--- config.mk ---
export PLATFORM = sky130hd
export DESIGN_NAME = lru_sector_buffer_cache_core
export DESIGN_NICKNAME = d
export VERILOG_FILES = /design/src/rtl/lsbc_pkg.sv /design/src/rtl/lsbc_buf_cell.sv /design/src/rtl/lsbc_age_cell.sv /design/src/rtl/lru_sector_buffer_cache_core.sv
export SDC_FILE = /design/constraint.sdc
export NUM_CORES = 1
export LEC_CHECK = 0
export BUFFER_PORTS_ARGS = -buffer_cell sky130_fd_sc_hd__buf_2
export CAP_MARGIN = 0
export CELL_PAD_IN_SITES_DETAIL_PLACEMENT = 0
export CELL_PAD_IN_SITES_GLOBAL_PLACEMENT = 2
export CORE_AREA = 4 4 307 158
export DETAILED_ROUTE_END_ITERATION = 10
export DIE_AREA = 0 0 311 162
export GPL_ROUTABILITY_DRIVEN = 0
export GPL_TIMING_DRIVEN = 0
export PLACE_DENSITY_LB_ADDON = 0.05
export SLEW_MARGIN = 40
export SYNTH_ARGS = -nofsm -noshare
export SYNTH_HDL_FRONTEND = slang
export SYNTH_SLANG_ARGS = --single-unit
--- constraint.sdc ---
create_clock -name clk_i -period 8.6 [get_ports clk_i]
set_clock_uncertainty 0.1 [all_clocks]
set_input_delay 0.86 -clock clk_i [delete_from_list [all_inputs] [get_ports clk_i]]
set_output_delay 0.86 -clock clk_i [all_outputs]
set_load 0.05 [all_outputs]
--- src/rtl/lsbc_pkg.sv ---
// shared types and codes for the lru sector buffer cache
`timescale 1ns / 1ps
package lsbc_pkg;

  localparam int unsigned SECTOR_W = 32;
  localparam int unsigned CMD_W    = 2;
  localparam int unsigned HANDLE_W = 2;
  localparam int unsigned ACTION_W = 2;
  localparam int unsigned CFG_IDX_W = 2;
  localparam int unsigned RES_W    = 16;
  localparam int unsigned COPIES_W = 8;

  localparam logic [CMD_W-1:0] CMD_LOOKUP    = 2'd0;
  localparam logic [CMD_W-1:0] CMD_MARK      = 2'd1;
  localparam logic [CMD_W-1:0] CMD_FLUSH_ONE = 2'd2;
  localparam logic [CMD_W-1:0] CMD_FLUSH_ALL = 2'd3;

  localparam logic [ACTION_W-1:0] ACT_DONE  = 2'd0;
  localparam logic [ACTION_W-1:0] ACT_WRITE = 2'd1;
  localparam logic [ACTION_W-1:0] ACT_READ  = 2'd2;

  localparam logic [CFG_IDX_W-1:0] CFG_PART_START = 2'd0;
  localparam logic [CFG_IDX_W-1:0] CFG_RESERVED   = 2'd1;
  localparam logic [CFG_IDX_W-1:0] CFG_FAT_SECTORS = 2'd2;
  localparam logic [CFG_IDX_W-1:0] CFG_FAT_COPIES = 2'd3;

  localparam logic [COPIES_W-1:0] MIRROR_COPIES = 8'd2;

  // per-buffer update strobes from the sequencer
  typedef struct packed {
    logic wr_tag;
    logic set_dirty;
    logic clr_dirty;
  } buf_ctrl_t;

  typedef enum logic [6:0] {
    ST_IDLE = 7'b0000001,
    ST_LOOK = 7'b0000010,
    ST_SCAN = 7'b0000100,
    ST_WB   = 7'b0001000,
    ST_MIR  = 7'b0010000,
    ST_RD   = 7'b0100000,
    ST_DONE = 7'b1000000
  } state_e;

endpackage

--- src/rtl/lsbc_buf_cell.sv ---
// one buffer cell: sector tag, dirty bit and a link of the first-match chain
`timescale 1ns / 1ps
module lsbc_buf_cell (
  input  logic                         clk_i,
  input  logic                         rst_ni,
  input  lsbc_pkg::buf_ctrl_t          ctrl_i,
  input  logic [lsbc_pkg::SECTOR_W-1:0] sector_i,
  input  logic                         found_i,
  output logic                         found_o,
  output logic                         win_o,
  output logic [lsbc_pkg::SECTOR_W-1:0] tag_o,
  output logic                         dirty_o
);
  import lsbc_pkg::*;

  logic [SECTOR_W-1:0] tag_q;
  logic                dirty_q;
  logic                match;

  always_ff @(posedge clk_i or negedge rst_ni) begin
    if (!rst_ni) begin
      tag_q   <= '0;
      dirty_q <= 1'b0;
    end else begin
      if (ctrl_i.wr_tag) begin
        tag_q <= sector_i;
      end
      if (ctrl_i.set_dirty) begin
        dirty_q <= 1'b1;
      end else if (ctrl_i.clr_dirty) begin
        dirty_q <= 1'b0;
      end
    end
  end

  assign match   = (tag_q == sector_i);
  // lowest matching index wins
  assign win_o   = match & ~found_i;
  assign found_o = match | found_i;
  assign tag_o   = tag_q;
  assign dirty_o = dirty_q;

endmodule

--- src/rtl/lsbc_age_cell.sv ---
// one position of the lru age stack, shifting down from its upper neighbor
`timescale 1ns / 1ps
module lsbc_age_cell #(
  parameter int unsigned IDX_W    = 2,
  parameter int unsigned RESET_ID = 0
) (
  input  logic             clk_i,
  input  logic             rst_ni,
  input  logic             upd_i,
  input  logic [IDX_W-1:0] hit_id_i,
  input  logic [IDX_W-1:0] prev_i,
  input  logic             seen_i,
  output logic             seen_o,
  output logic [IDX_W-1:0] id_o
);
  import lsbc_pkg::*;

  logic [IDX_W-1:0] id_q;

  always_ff @(posedge clk_i or negedge rst_ni) begin
    if (!rst_ni) begin
      id_q <= IDX_W'(RESET_ID);
    end else if (upd_i && !seen_i) begin
      // hit buffer not above this position: take the entry from above
      id_q <= prev_i;
    end
  end

  assign seen_o = seen_i | (id_q == hit_id_i);
  assign id_o   = id_q;

endmodule

--- src/rtl/lru_sector_buffer_cache_core.sv ---
// top level of the lru write-back sector buffer cache controller
`timescale 1ns / 1ps
// A command is taken when start is high and busy is low; busy stays high until
// the done report has gone out. Each result (a write, a read or the done report
// with last set) is shown for one cycle with result_valid_o and must be taken
// then. The sequencer emits one result per cycle except in search and scan steps:
// a lookup searches the tag cells, then gives the report on a hit; on a miss, a
// write-back of a dirty victim (and its fat mirror), the read and the report;
// mark dirty gives the report; flush one and flush all write back, then report.
// Busy drops in the cycle after the report. Configuration writes are taken at any
// edge with cfg_we_i and are meant only while the block is idle.
module lru_sector_buffer_cache_core #(
  parameter int unsigned NUM_BUFFERS = 4
) (
  input  logic                             clk_i,
  input  logic                             rst_ni,
  input  logic                             cfg_we_i,
  input  logic [lsbc_pkg::CFG_IDX_W-1:0]   cfg_index_i,
  input  logic [lsbc_pkg::SECTOR_W-1:0]    cfg_data_i,
  input  logic                             start,
  output logic                             busy,
  input  logic [lsbc_pkg::CMD_W-1:0]       command_i,
  input  logic [lsbc_pkg::SECTOR_W-1:0]    sector_i,
  input  logic [lsbc_pkg::HANDLE_W-1:0]    handle_i,
  input  logic                             force_req_i,
  output logic                             result_valid_o,
  output logic [lsbc_pkg::ACTION_W-1:0]    action_o,
  output logic [lsbc_pkg::SECTOR_W-1:0]    target_sector_o,
  output logic [lsbc_pkg::HANDLE_W-1:0]    buffer_index_o,
  output logic                             hit_o,
  output logic                             last_o
);
  import lsbc_pkg::*;

  localparam int unsigned IDX_W = $clog2(NUM_BUFFERS);
  localparam logic [IDX_W-1:0] LAST_IDX = IDX_W'(NUM_BUFFERS - 1);

  // configuration
  logic [SECTOR_W-1:0] part_start_q;
  logic [RES_W-1:0]    reserved_q;
  logic [SECTOR_W-1:0] fat_sectors_q;
  logic [COPIES_W-1:0] fat_copies_q;

  always_ff @(posedge clk_i or negedge rst_ni) begin
    if (!rst_ni) begin
      part_start_q  <= '0;
      reserved_q    <= '0;
      fat_sectors_q <= '0;
      fat_copies_q  <= '0;
    end else if (cfg_we_i) begin
      case (cfg_index_i)
        CFG_PART_START:  part_start_q  <= cfg_data_i;
        CFG_RESERVED:    reserved_q    <= cfg_data_i[RES_W-1:0];
        CFG_FAT_SECTORS: fat_sectors_q <= cfg_data_i;
        CFG_FAT_COPIES:  fat_copies_q  <= cfg_data_i[COPIES_W-1:0];
        default: ;
      endcase
    end
  end

  // command registers
  state_e              state_q, state_d;
  logic [CMD_W-1:0]    cmd_q;
  logic [SECTOR_W-1:0] sec_q;
  logic [HANDLE_W-1:0] hdl_q;
  logic                force_q;
  logic [IDX_W-1:0]    cur_q, cur_d;
  logic                found_q, found_d;

  // cell row
  buf_ctrl_t           ctrl [NUM_BUFFERS];
  logic [SECTOR_W-1:0] tags [NUM_BUFFERS];
  logic [NUM_BUFFERS-1:0] dirty;
  logic [NUM_BUFFERS-1:0] win;
  logic [NUM_BUFFERS:0]   found_chain;
  logic [IDX_W-1:0]    age_id [NUM_BUFFERS];
  logic [NUM_BUFFERS:0]   seen_chain;
  logic                age_upd;

  assign found_chain[0] = 1'b0;
  assign seen_chain[0]  = 1'b0;

  for (genvar g = 0; g < NUM_BUFFERS; g++) begin : g_cells
    lsbc_buf_cell u_buf (
      .clk_i    (clk_i),
      .rst_ni   (rst_ni),
      .ctrl_i   (ctrl[g]),
      .sector_i (sec_q),
      .found_i  (found_chain[g]),
      .found_o  (found_chain[g+1]),
      .win_o    (win[g]),
      .tag_o    (tags[g]),
      .dirty_o  (dirty[g])
    );

    lsbc_age_cell #(
      .IDX_W    (IDX_W),
      .RESET_ID (g)
    ) u_age (
      .clk_i    (clk_i),
      .rst_ni   (rst_ni),
      .upd_i    (age_upd),
      .hit_id_i (cur_q),
      .prev_i   ((g == 0) ? cur_q : age_id[(g == 0) ? 0 : g-1]),
      .seen_i   (seen_chain[g]),
      .seen_o   (seen_chain[g+1]),
      .id_o     (age_id[g])
    );
  end

  // index of the first matching buffer
  logic [IDX_W-1:0] match_idx;
  always_comb begin
    match_idx = '0;
    for (int i = 0; i < NUM_BUFFERS; i++) begin
      if (win[i]) begin
        match_idx = match_idx | IDX_W'(i);
      end
    end
  end

  // handle decode
  logic [IDX_W+HANDLE_W-1:0] hdl_ext;
  logic                      hdl_ok;
  assign hdl_ext = {{IDX_W{1'b0}}, handle_i};
  assign hdl_ok  = (int'(handle_i) < NUM_BUFFERS);

  // fat mirror check on the current buffer
  logic [SECTOR_W-1:0] cur_tag;
  logic [SECTOR_W-1:0] rel;
  logic [SECTOR_W:0]   fat_hi;
  logic                mirror;
  assign cur_tag = tags[cur_q];
  assign rel     = cur_tag - part_start_q;
  assign fat_hi  = {{(SECTOR_W+1-RES_W){1'b0}}, reserved_q} + {1'b0, fat_sectors_q};
  assign mirror  = (fat_copies_q == MIRROR_COPIES)
                && (rel >= {{(SECTOR_W-RES_W){1'b0}}, reserved_q})
                && ({1'b0, rel} < fat_hi);

  logic cur_last;
  assign cur_last = (cur_q == LAST_IDX);

  // sequencer
  always_comb begin
    state_d = state_q;
    cur_d   = cur_q;
    found_d = found_q;
    age_upd = 1'b0;
    for (int i = 0; i < NUM_BUFFERS; i++) begin
      ctrl[i] = '0;
    end
    case (state_q)
      ST_IDLE: begin
        if (start) begin
          case (command_i)
            CMD_LOOKUP: state_d = ST_LOOK;
            CMD_MARK: begin
              for (int i = 0; i < NUM_BUFFERS; i++) begin
                ctrl[i].set_dirty = hdl_ok && (int'(handle_i) == i);
              end
              state_d = ST_DONE;
            end
            CMD_FLUSH_ONE: begin
              cur_d   = hdl_ext[IDX_W-1:0];
              state_d = hdl_ok ? ST_SCAN : ST_DONE;
            end
            default: begin
              cur_d   = '0;
              state_d = ST_SCAN;
            end
          endcase
        end
      end
      ST_LOOK: begin
        found_d = found_chain[NUM_BUFFERS];
        if (found_chain[NUM_BUFFERS]) begin
          cur_d   = match_idx;
          state_d = ST_DONE;
        end else begin
          cur_d   = age_id[NUM_BUFFERS-1];
          state_d = dirty[age_id[NUM_BUFFERS-1]] ? ST_WB : ST_RD;
        end
      end
      ST_SCAN: begin
        if (dirty[cur_q] || (cmd_q == CMD_FLUSH_ONE && force_q)) begin
          state_d = ST_WB;
        end else if (cmd_q == CMD_FLUSH_ALL && !cur_last) begin
          cur_d = cur_q + 1'b1;
        end else begin
          state_d = ST_DONE;
        end
      end
      ST_WB, ST_MIR: begin
        if (state_q == ST_WB) begin
          ctrl[cur_q].clr_dirty = 1'b1;
        end
        if (state_q == ST_WB && mirror) begin
          state_d = ST_MIR;
        end else if (cmd_q == CMD_LOOKUP) begin
          state_d = ST_RD;
        end else if (cmd_q == CMD_FLUSH_ALL && !cur_last) begin
          cur_d   = cur_q + 1'b1;
          state_d = ST_SCAN;
        end else begin
          state_d = ST_DONE;
        end
      end
      ST_RD: state_d = ST_DONE;
      ST_DONE: begin
        if (cmd_q == CMD_LOOKUP) begin
          ctrl[cur_q].wr_tag = 1'b1;
          age_upd = 1'b1;
        end
        state_d = ST_IDLE;
      end
      default: state_d = ST_IDLE;
    endcase
  end

  always_ff @(posedge clk_i or negedge rst_ni) begin
    if (!rst_ni) begin
      state_q <= ST_IDLE;
      cur_q   <= '0;
      found_q <= 1'b0;
    end else begin
      state_q <= state_d;
      cur_q   <= cur_d;
      found_q <= found_d;
    end
  end

  always_ff @(posedge clk_i) begin
    if (state_q == ST_IDLE && start) begin
      cmd_q   <= command_i;
      sec_q   <= sector_i;
      hdl_q   <= handle_i;
      force_q <= force_req_i;
    end
  end

  // result ports
  logic [IDX_W+HANDLE_W-1:0] cur_ext;
  assign cur_ext = {{HANDLE_W{1'b0}}, cur_q};

  assign busy = (state_q != ST_IDLE);

  always_comb begin
    result_valid_o  = 1'b0;
    action_o        = ACT_DONE;
    target_sector_o = '0;
    buffer_index_o  = cur_ext[HANDLE_W-1:0];
    hit_o           = 1'b0;
    last_o          = 1'b0;
    case (state_q)
      ST_WB: begin
        result_valid_o  = 1'b1;
        action_o        = ACT_WRITE;
        target_sector_o = cur_tag;
      end
      ST_MIR: begin
        result_valid_o  = 1'b1;
        action_o        = ACT_WRITE;
        target_sector_o = cur_tag + fat_sectors_q;
      end
      ST_RD: begin
        result_valid_o  = 1'b1;
        action_o        = ACT_READ;
        target_sector_o = sec_q;
      end
      ST_DONE: begin
        result_valid_o = 1'b1;
        last_o         = 1'b1;
        case (cmd_q)
          CMD_LOOKUP: begin
            target_sector_o = sec_q;
            hit_o           = found_q;
          end
          CMD_FLUSH_ALL: buffer_index_o = '0;
          default:       buffer_index_o = hdl_q;
        endcase
      end
      default: ;
    endcase
  end

endmodule
Yosys cells after proc, flatten, opt, wreduce, memory -nomap -nowiden
Index checks and enable logic that the tools add are counted.
- register bits after elaboration: 275
- bits in latches: 0
- RAM bits: 0
- ROM bits: 0
- input bits: 75
- output and inout port bits: 40
- memories: 0
- add/sub/neg operators: 4
- $mul: 0
- divide/modulo/power cells: 0
- order comparisons: 6
- equality and inequality tests: 33
- shift-type cells: 0
- muxes and demuxes: 70
- bitwise logic cells: 12
- reductions and logical operators: 33
- operators by type and width (operator ; number):
    $eq 32x32->1 ; 4
    $pmux 32 s4 ; 1
    $mux 32 ; 3
    $bmux 32 s2 ; 1
    $mux 7 ; 7
    $pmux 7 s5 ; 1
    $add 16x32->33 ; 1
    $lt 32x33->1 ; 1
    $add 32x32->32 ; 1
    $ge 32x16->1 ; 1
    $sub 32x32->32 ; 1
    $mux 1 ; 26
    $pmux 2 s2 ; 6
    $mux 2 ; 9
    $eq 2x2->1 const B ; 8
    $pmux 7 s2 ; 1
    $demux 3 s2 ; 2
    $mux 12 ; 1
    $pmux 1 s3 ; 4
    $logic_and 1x1->1 ; 10
    $mux 10 ; 1
    $ne 2x2->1 const B ; 5
    $reduce_and 2->1 ; 5
    $eq 8x2->1 const B ; 1
    32 further kinds ; 57

Logic depth before layout (Yosys ltp)
- depth in word-level cells: 11
- gate-level depth with buffers: 26
- mapped depth without buffers: 24

By module
From an unflattened synthesis, not the netlist that was laid out.
- cells, all modules: 1780
- area total of the unflattened synthesis: 18988.2 sq um
- by module, submodules not included (module ; times used ; cells each ; area each (sq um) ; seq. area each (sq um)):
    lru_sector_buffer_cache_core ; 1 ; 1280 ; 12121.6 ; 3564.7
    lsbc_buf_cell ; 4 ; 117 ; 1595.3 ; 825.8
    lsbc_age_cell (g_cells[1].u_age ...) ; 2 ; 8 ; 121.4 ; 51.3
    lsbc_age_cell (g_cells[3].u_age) ; 1 ; 8 ; 122.6 ; 52.6
    lsbc_age_cell (g_cells[0].u_age) ; 1 ; 8 ; 120.1 ; 50.0

Worst setup path after synthesis
No wires, ideal clock.
- kind: flip-flop to output port
- start point: register cur_q[0]
- end point: output target_sector_o[30] (netlist bit)
- arrival: 5.691 ns
- data required time: 7.640 ns
- slack: 1.949 ns
- stages on the path, launching flop included: 16
- path buffers: 3
- cells stage by stage: dfrtp_1 -> clkbuf_1 -> buf_1 -> buf_1 -> mux4_2 -> ha_1 -> a21o_1 -> a21o_1 -> a21o_1 -> a21o_1 -> nand2_1 -> o311a_1 -> o31ai_1 -> nand3_1 -> o21ai_0 -> o311ai_0
- cells in the longest elaborated chain, start to end: 6
- ends and longest elaborated chain (what ; line ; source):
    from (decl) ; lru_sector_buffer_cache_core.sv:67 ; logic [IDX_W-1:0] cur_q, cur_d;
    from (signal assigned) ; lru_sector_buffer_cache_core.sv:227 ; cur_q <= cur_d;
    $not 2->3 (not written as such) * ; lru_sector_buffer_cache_core.sv:133 ; assign cur_tag = tags[cur_q];
    $bmux 32 s2 * ; lru_sector_buffer_cache_core.sv:133 ;
    $mux 32 (not written as such) * (2 in a row) ; lru_sector_buffer_cache_core.sv:133 ;
    $add 32x32->32 ; lru_sector_buffer_cache_core.sv:263 ; target_sector_o = cur_tag + fat_sectors_q;
    $pmux 32 s4 * ; lru_sector_buffer_cache_core.sv:254 ; case (state_q)
    to (decl) ; lru_sector_buffer_cache_core.sv:28 ; output logic [lsbc_pkg::SECTOR_W-1:0] target_sector_o,
Mark *: on every way between the ends. The rest lies on a longest branch, timed or not. The select of a mux whose other input is x is not followed.

Worst setup path in the final report
- start point: register cur_q[1]
- end point: register cur_q[0]
- cells in the longest elaborated chain, start to end: 11
- elaborated cells between the ends (all ways): 24
- ends and longest elaborated chain (what ; line ; source):
    $not 2->3 (not written as such) ; lru_sector_buffer_cache_core.sv:133 ;
    $bmux 32 s2 ; lru_sector_buffer_cache_core.sv:133 ;
    $mux 32 (not written as such) (2 in a row) ; lru_sector_buffer_cache_core.sv:133 ;
    $sub 32x32->32 ; lru_sector_buffer_cache_core.sv:134 ; assign rel = cur_tag - part_start_q;
    $ge 32x16->1 ; lru_sector_buffer_cache_core.sv:137 ; && (rel >= {{(SECTOR_W-RES_W){1'b0}}, reserved_q})
    $logic_and 1x1->1 ; lru_sector_buffer_cache_core.sv:137 ;
    $logic_and 1x1->1 ; lru_sector_buffer_cache_core.sv:138 ; && ({1'b0, rel} < fat_hi);
    $logic_and 1x1->1 ; lru_sector_buffer_cache_core.sv:197 ; if (state_q == ST_WB && mirror) begin
    $ne 2x2->1 (no source line) ; - ;
    $reduce_and 6->1 (no source line) ; - ;
Parallel ways exist; a longest one is shown, timed or not. The select of a mux whose other input is x is not followed.
A chain may end at the register's enable or synchronous reset.

==> impl_metrics.ini <==
[floorplanning]
rows = 56
io_pins = 115
die_y_microns = 162
dieArea_sq_mm = 0.0504
initial_core_util = 0.405
core_sq_mm = 0.0461
die_x_microns = 311

[critical_path]
critPathKind = reg2reg
crit_slowest_cell = clkbuf_1
cp_cell_sequence = clkbuf_1 > clkbuf_2 > mux4_2 > ha_1 > clkbuf_1 > nand4_1 > nor3_1 > o311ai_1 > nand3_1 > o31a_1 > nor2_1 > xnor2_1 > ha_1 > nand4_1 > nor2_1 > nand4_1 > nor3_1 > o2111ai_1 > o211ai_1 > o22ai_1 > o41a_1 > or3_1 > o21ai_1
worst_path_dominant_cell_family = simple AND/OR/NAND/NOR gates
arrival_ns = 8.61
cpMostUsedCell = nand4_1
path_max_fanout = 10
critPathRequiredTime_ns = 8.98
worst_setup_path_start_kind = register
ff2ff_setup_slack_ns = 0.37
cp-end-kind = register
path_buf_inv = 3
max_stage_delay_ns = 0.68

[detailed_routing]
vias = 15100
firstDrtPassIters = 6
wl_per_cell_microns = 26.7
wl_mm = 68.5
vias_per_cell = 5.89
ant_nets = 0
drc_errors = 0
first_iter_violations = 1462

[place]
post_dp_cell_area_sq_mm = 0.0202
dp_hpwl_mm = 56.0
post-place-ws_ns = 0.416
place_inst = 2513
port_buffers = 114

[cts]
cts_tree = built
clkTransAtPathRegs_ns = 0.06
cts_htree_levels = 1
cts_made_buffers = 28
clockBufferDepth = 3
cts_num_sinks = 275
cts_root_buffer = clkbuf_16
clk_latency_ns = 0.61

[yosys]
synth_cell_type_count = 79
synth_ff_type = dfrtp_1
async_reset_ff_frac = 0.865
synth_nets = 1995
synth_edf_count = 37
yosys-top-cells-area = dfrtp_1, mux2_2, ha_1
syn_area_sq_mm = 0.0187
syn_avg_cell_area_sq_um = 10.5
yosysSeqAreaShare = 0.379
synth_top_area_share = 0.312
syn_inst = 1785
synth-seq-cells = 275
synth_top_cell_by_area = dfrtp_1
ys_warn_count = 0

[sta]
fmax_mhz = 121
worstMarginPinSlew_ns = 0.971
rsz0062_at_grt = no
final.setup.worst_slack_ns = 0.366
setup_tns_ns = 0
min_period_over_period = 0.957
finalCriticalPeriod_ns = 8.23
drv_slew = 0
hold_ws_ns = 0.102
finalSetupViolations = 0
hold_viol = 0
slew_headroom = 0.352

[grt]
antenna_found_initial = 1
grt_pass1_vias = 14300
track_usage = 0.269
grt_max_degree = 70
grt_overflow = 0
grt_first_pass_wirelength_mm = 100

[power_and_ir_drop]
cellPowerDensity_mw_per_mm2 = 292
ir_drop_mv = 0.168
p_leak_nw = 9.51
finalPower_mw = 6.18

[final_layout]
syn_to_final_growth_pct = 13.3
final_cell_mix = dfrtp_1, mux2_2, xnor2_1
fin_cells = 2566
design_area_sq_mm = 0.0212
layout.nets = 2145
diodes = 0
fillers = 4422
utilization = 0.459
drive_gt1_frac = 0.217
mostFrequentLayoutCell = dfrtp_1

[job]
drv_cap = 0

[status]
status = finished, final reports clean

[hold_path]
hold_class = in2async
-- final timing paths --
| kind | from | endpoint | depth (start not counted) |
|---|---|---|---|
| min reg2reg | found_q | found_q | 1 |
| max in group asynchronous | rst_ni | reserved_q[9] | 4 |
| min | rst_ni | state_q[5] | 1 |
| min in group clk_i | sector_i[27] | sec_q[27] | 1 |
| max | cur_q[1] | cur_q[0] | 23 |
| max reg2reg | cur_q[1] | cur_q[0] | 23 |
-- registers in the layout, indices dropped and copies added, names as in the netlist --
name,cells
g_cells.u_buf.tag_o,128
fat_sectors_q,32
part_start_q,32
sec_q,32
reserved_q,16
fat_copies_q,8
g_cells.u_age.id_o,8
state_q,7
g_cells.u_buf.dirty_o,4
cmd_q,2
cur_q,2
hdl_q,2
force_q,1
found_q,1
-- synth_stat cells, types with 20 or more instances --
| master | n |
|---|---|
| nand4_1 | 42 |
| a21o_1 | 36 |
| nand2_1 | 105 |
| inv_1 | 80 |
| mux2_2 | 194 |
| a22oi_1 | 24 |
| clkbuf_1 | 64 |
| xor2_1 | 83 |
| nor3_1 | 26 |
| ha_1 | 132 |
| dfrtp_1 | 233 |
| buf_1 | 22 |
| a21oi_1 | 79 |
| o21ai_0 | 110 |
| mux4_2 | 33 |
| nor4_1 | 20 |
| xnor2_1 | 135 |
| nand3_1 | 22 |
| nor2_1 | 77 |
| edfxtp_1 | 37 |
| nand2b_1 | 20 |
-- worst register-to-register path: stages (launching register included) --
cell	delay, ns
dfrtp_1	0.58
clkbuf_1	0.68
clkbuf_2	0.50
mux4_2	0.53
ha_1	0.35
clkbuf_1	0.39
nand4_1	0.37
nor3_1	0.31
o311ai_1	0.17
nand3_1	0.31
o31a_1	0.19
nor2_1	0.05
xnor2_1	0.43
ha_1	0.24
nand4_1	0.12
nor2_1	0.33
nand4_1	0.30
nor3_1	0.55
o2111ai_1	0.24
o211ai_1	0.29
o22ai_1	0.17
o41a_1	0.29
or3_1	0.43
o21ai_1	0.23
-- logic make-up after synthesis --
kind of cell               share of synthesized area
AOI/OAI and AO/OA                              0.134
adders and majority gates                     0.0917
muxes                                          0.159
buffers and inverters                         0.0339
DFF                                            0.379
and+or+nand+nor                                0.101
xor gates and xnor gates                       0.102
-- cell type report --
class / count / area, sq um / share of cell area
Inverter: 80 / 303 / 0.0143
Buffer: 88 / 350 / 0.0166
Clock inverter: 17 / 210 / 0.00993
Sequential cell: 275 / 7070 / 0.334
Tap cell: 609 / 762 / 0.0360
Timing Repair Buffer: 120 / 693 / 0.0328
Clock buffer: 35 / 767 / 0.0362
Multi-Input combinational cell: 1342 / 11000 / 0.520
-- where the power goes --
part | leakage [nW] | switching, mW | internal, mW
Clock | 0.477 | 0.577 | 0.755
Combinational | 5.59 | 1.94 | 1.18
Sequential | 3.44 | 0.185 | 1.55
Total | 9.51 | 2.70 | 3.48
-- repair_timing --
item,in CTS,in global routing
endpoints found under the setup margin,0,5
gates resized for setup,0,8
buffers inserted,0,0
hold buffers,0,0
-- per-layer routing --
| metal | GRT usage | vias to the layer above | routed length [microns] | part of all wire |
|---|---|---|---|---|
| li1 | - | 6856 | - | - |
| met4 | 0.0299 | 0 | 669 | 0.0098 |
| met1 | 0.458 | 7627 | 36900 | 0.54 |
| met5 | 0 | - | 0 | 0 |
| met2 | 0.314 | 584 | 23200 | 0.34 |
| met3 | 0.0935 | 46 | 7790 | 0.11 |
No activity file was read; power rests on OpenSTA's default activity.
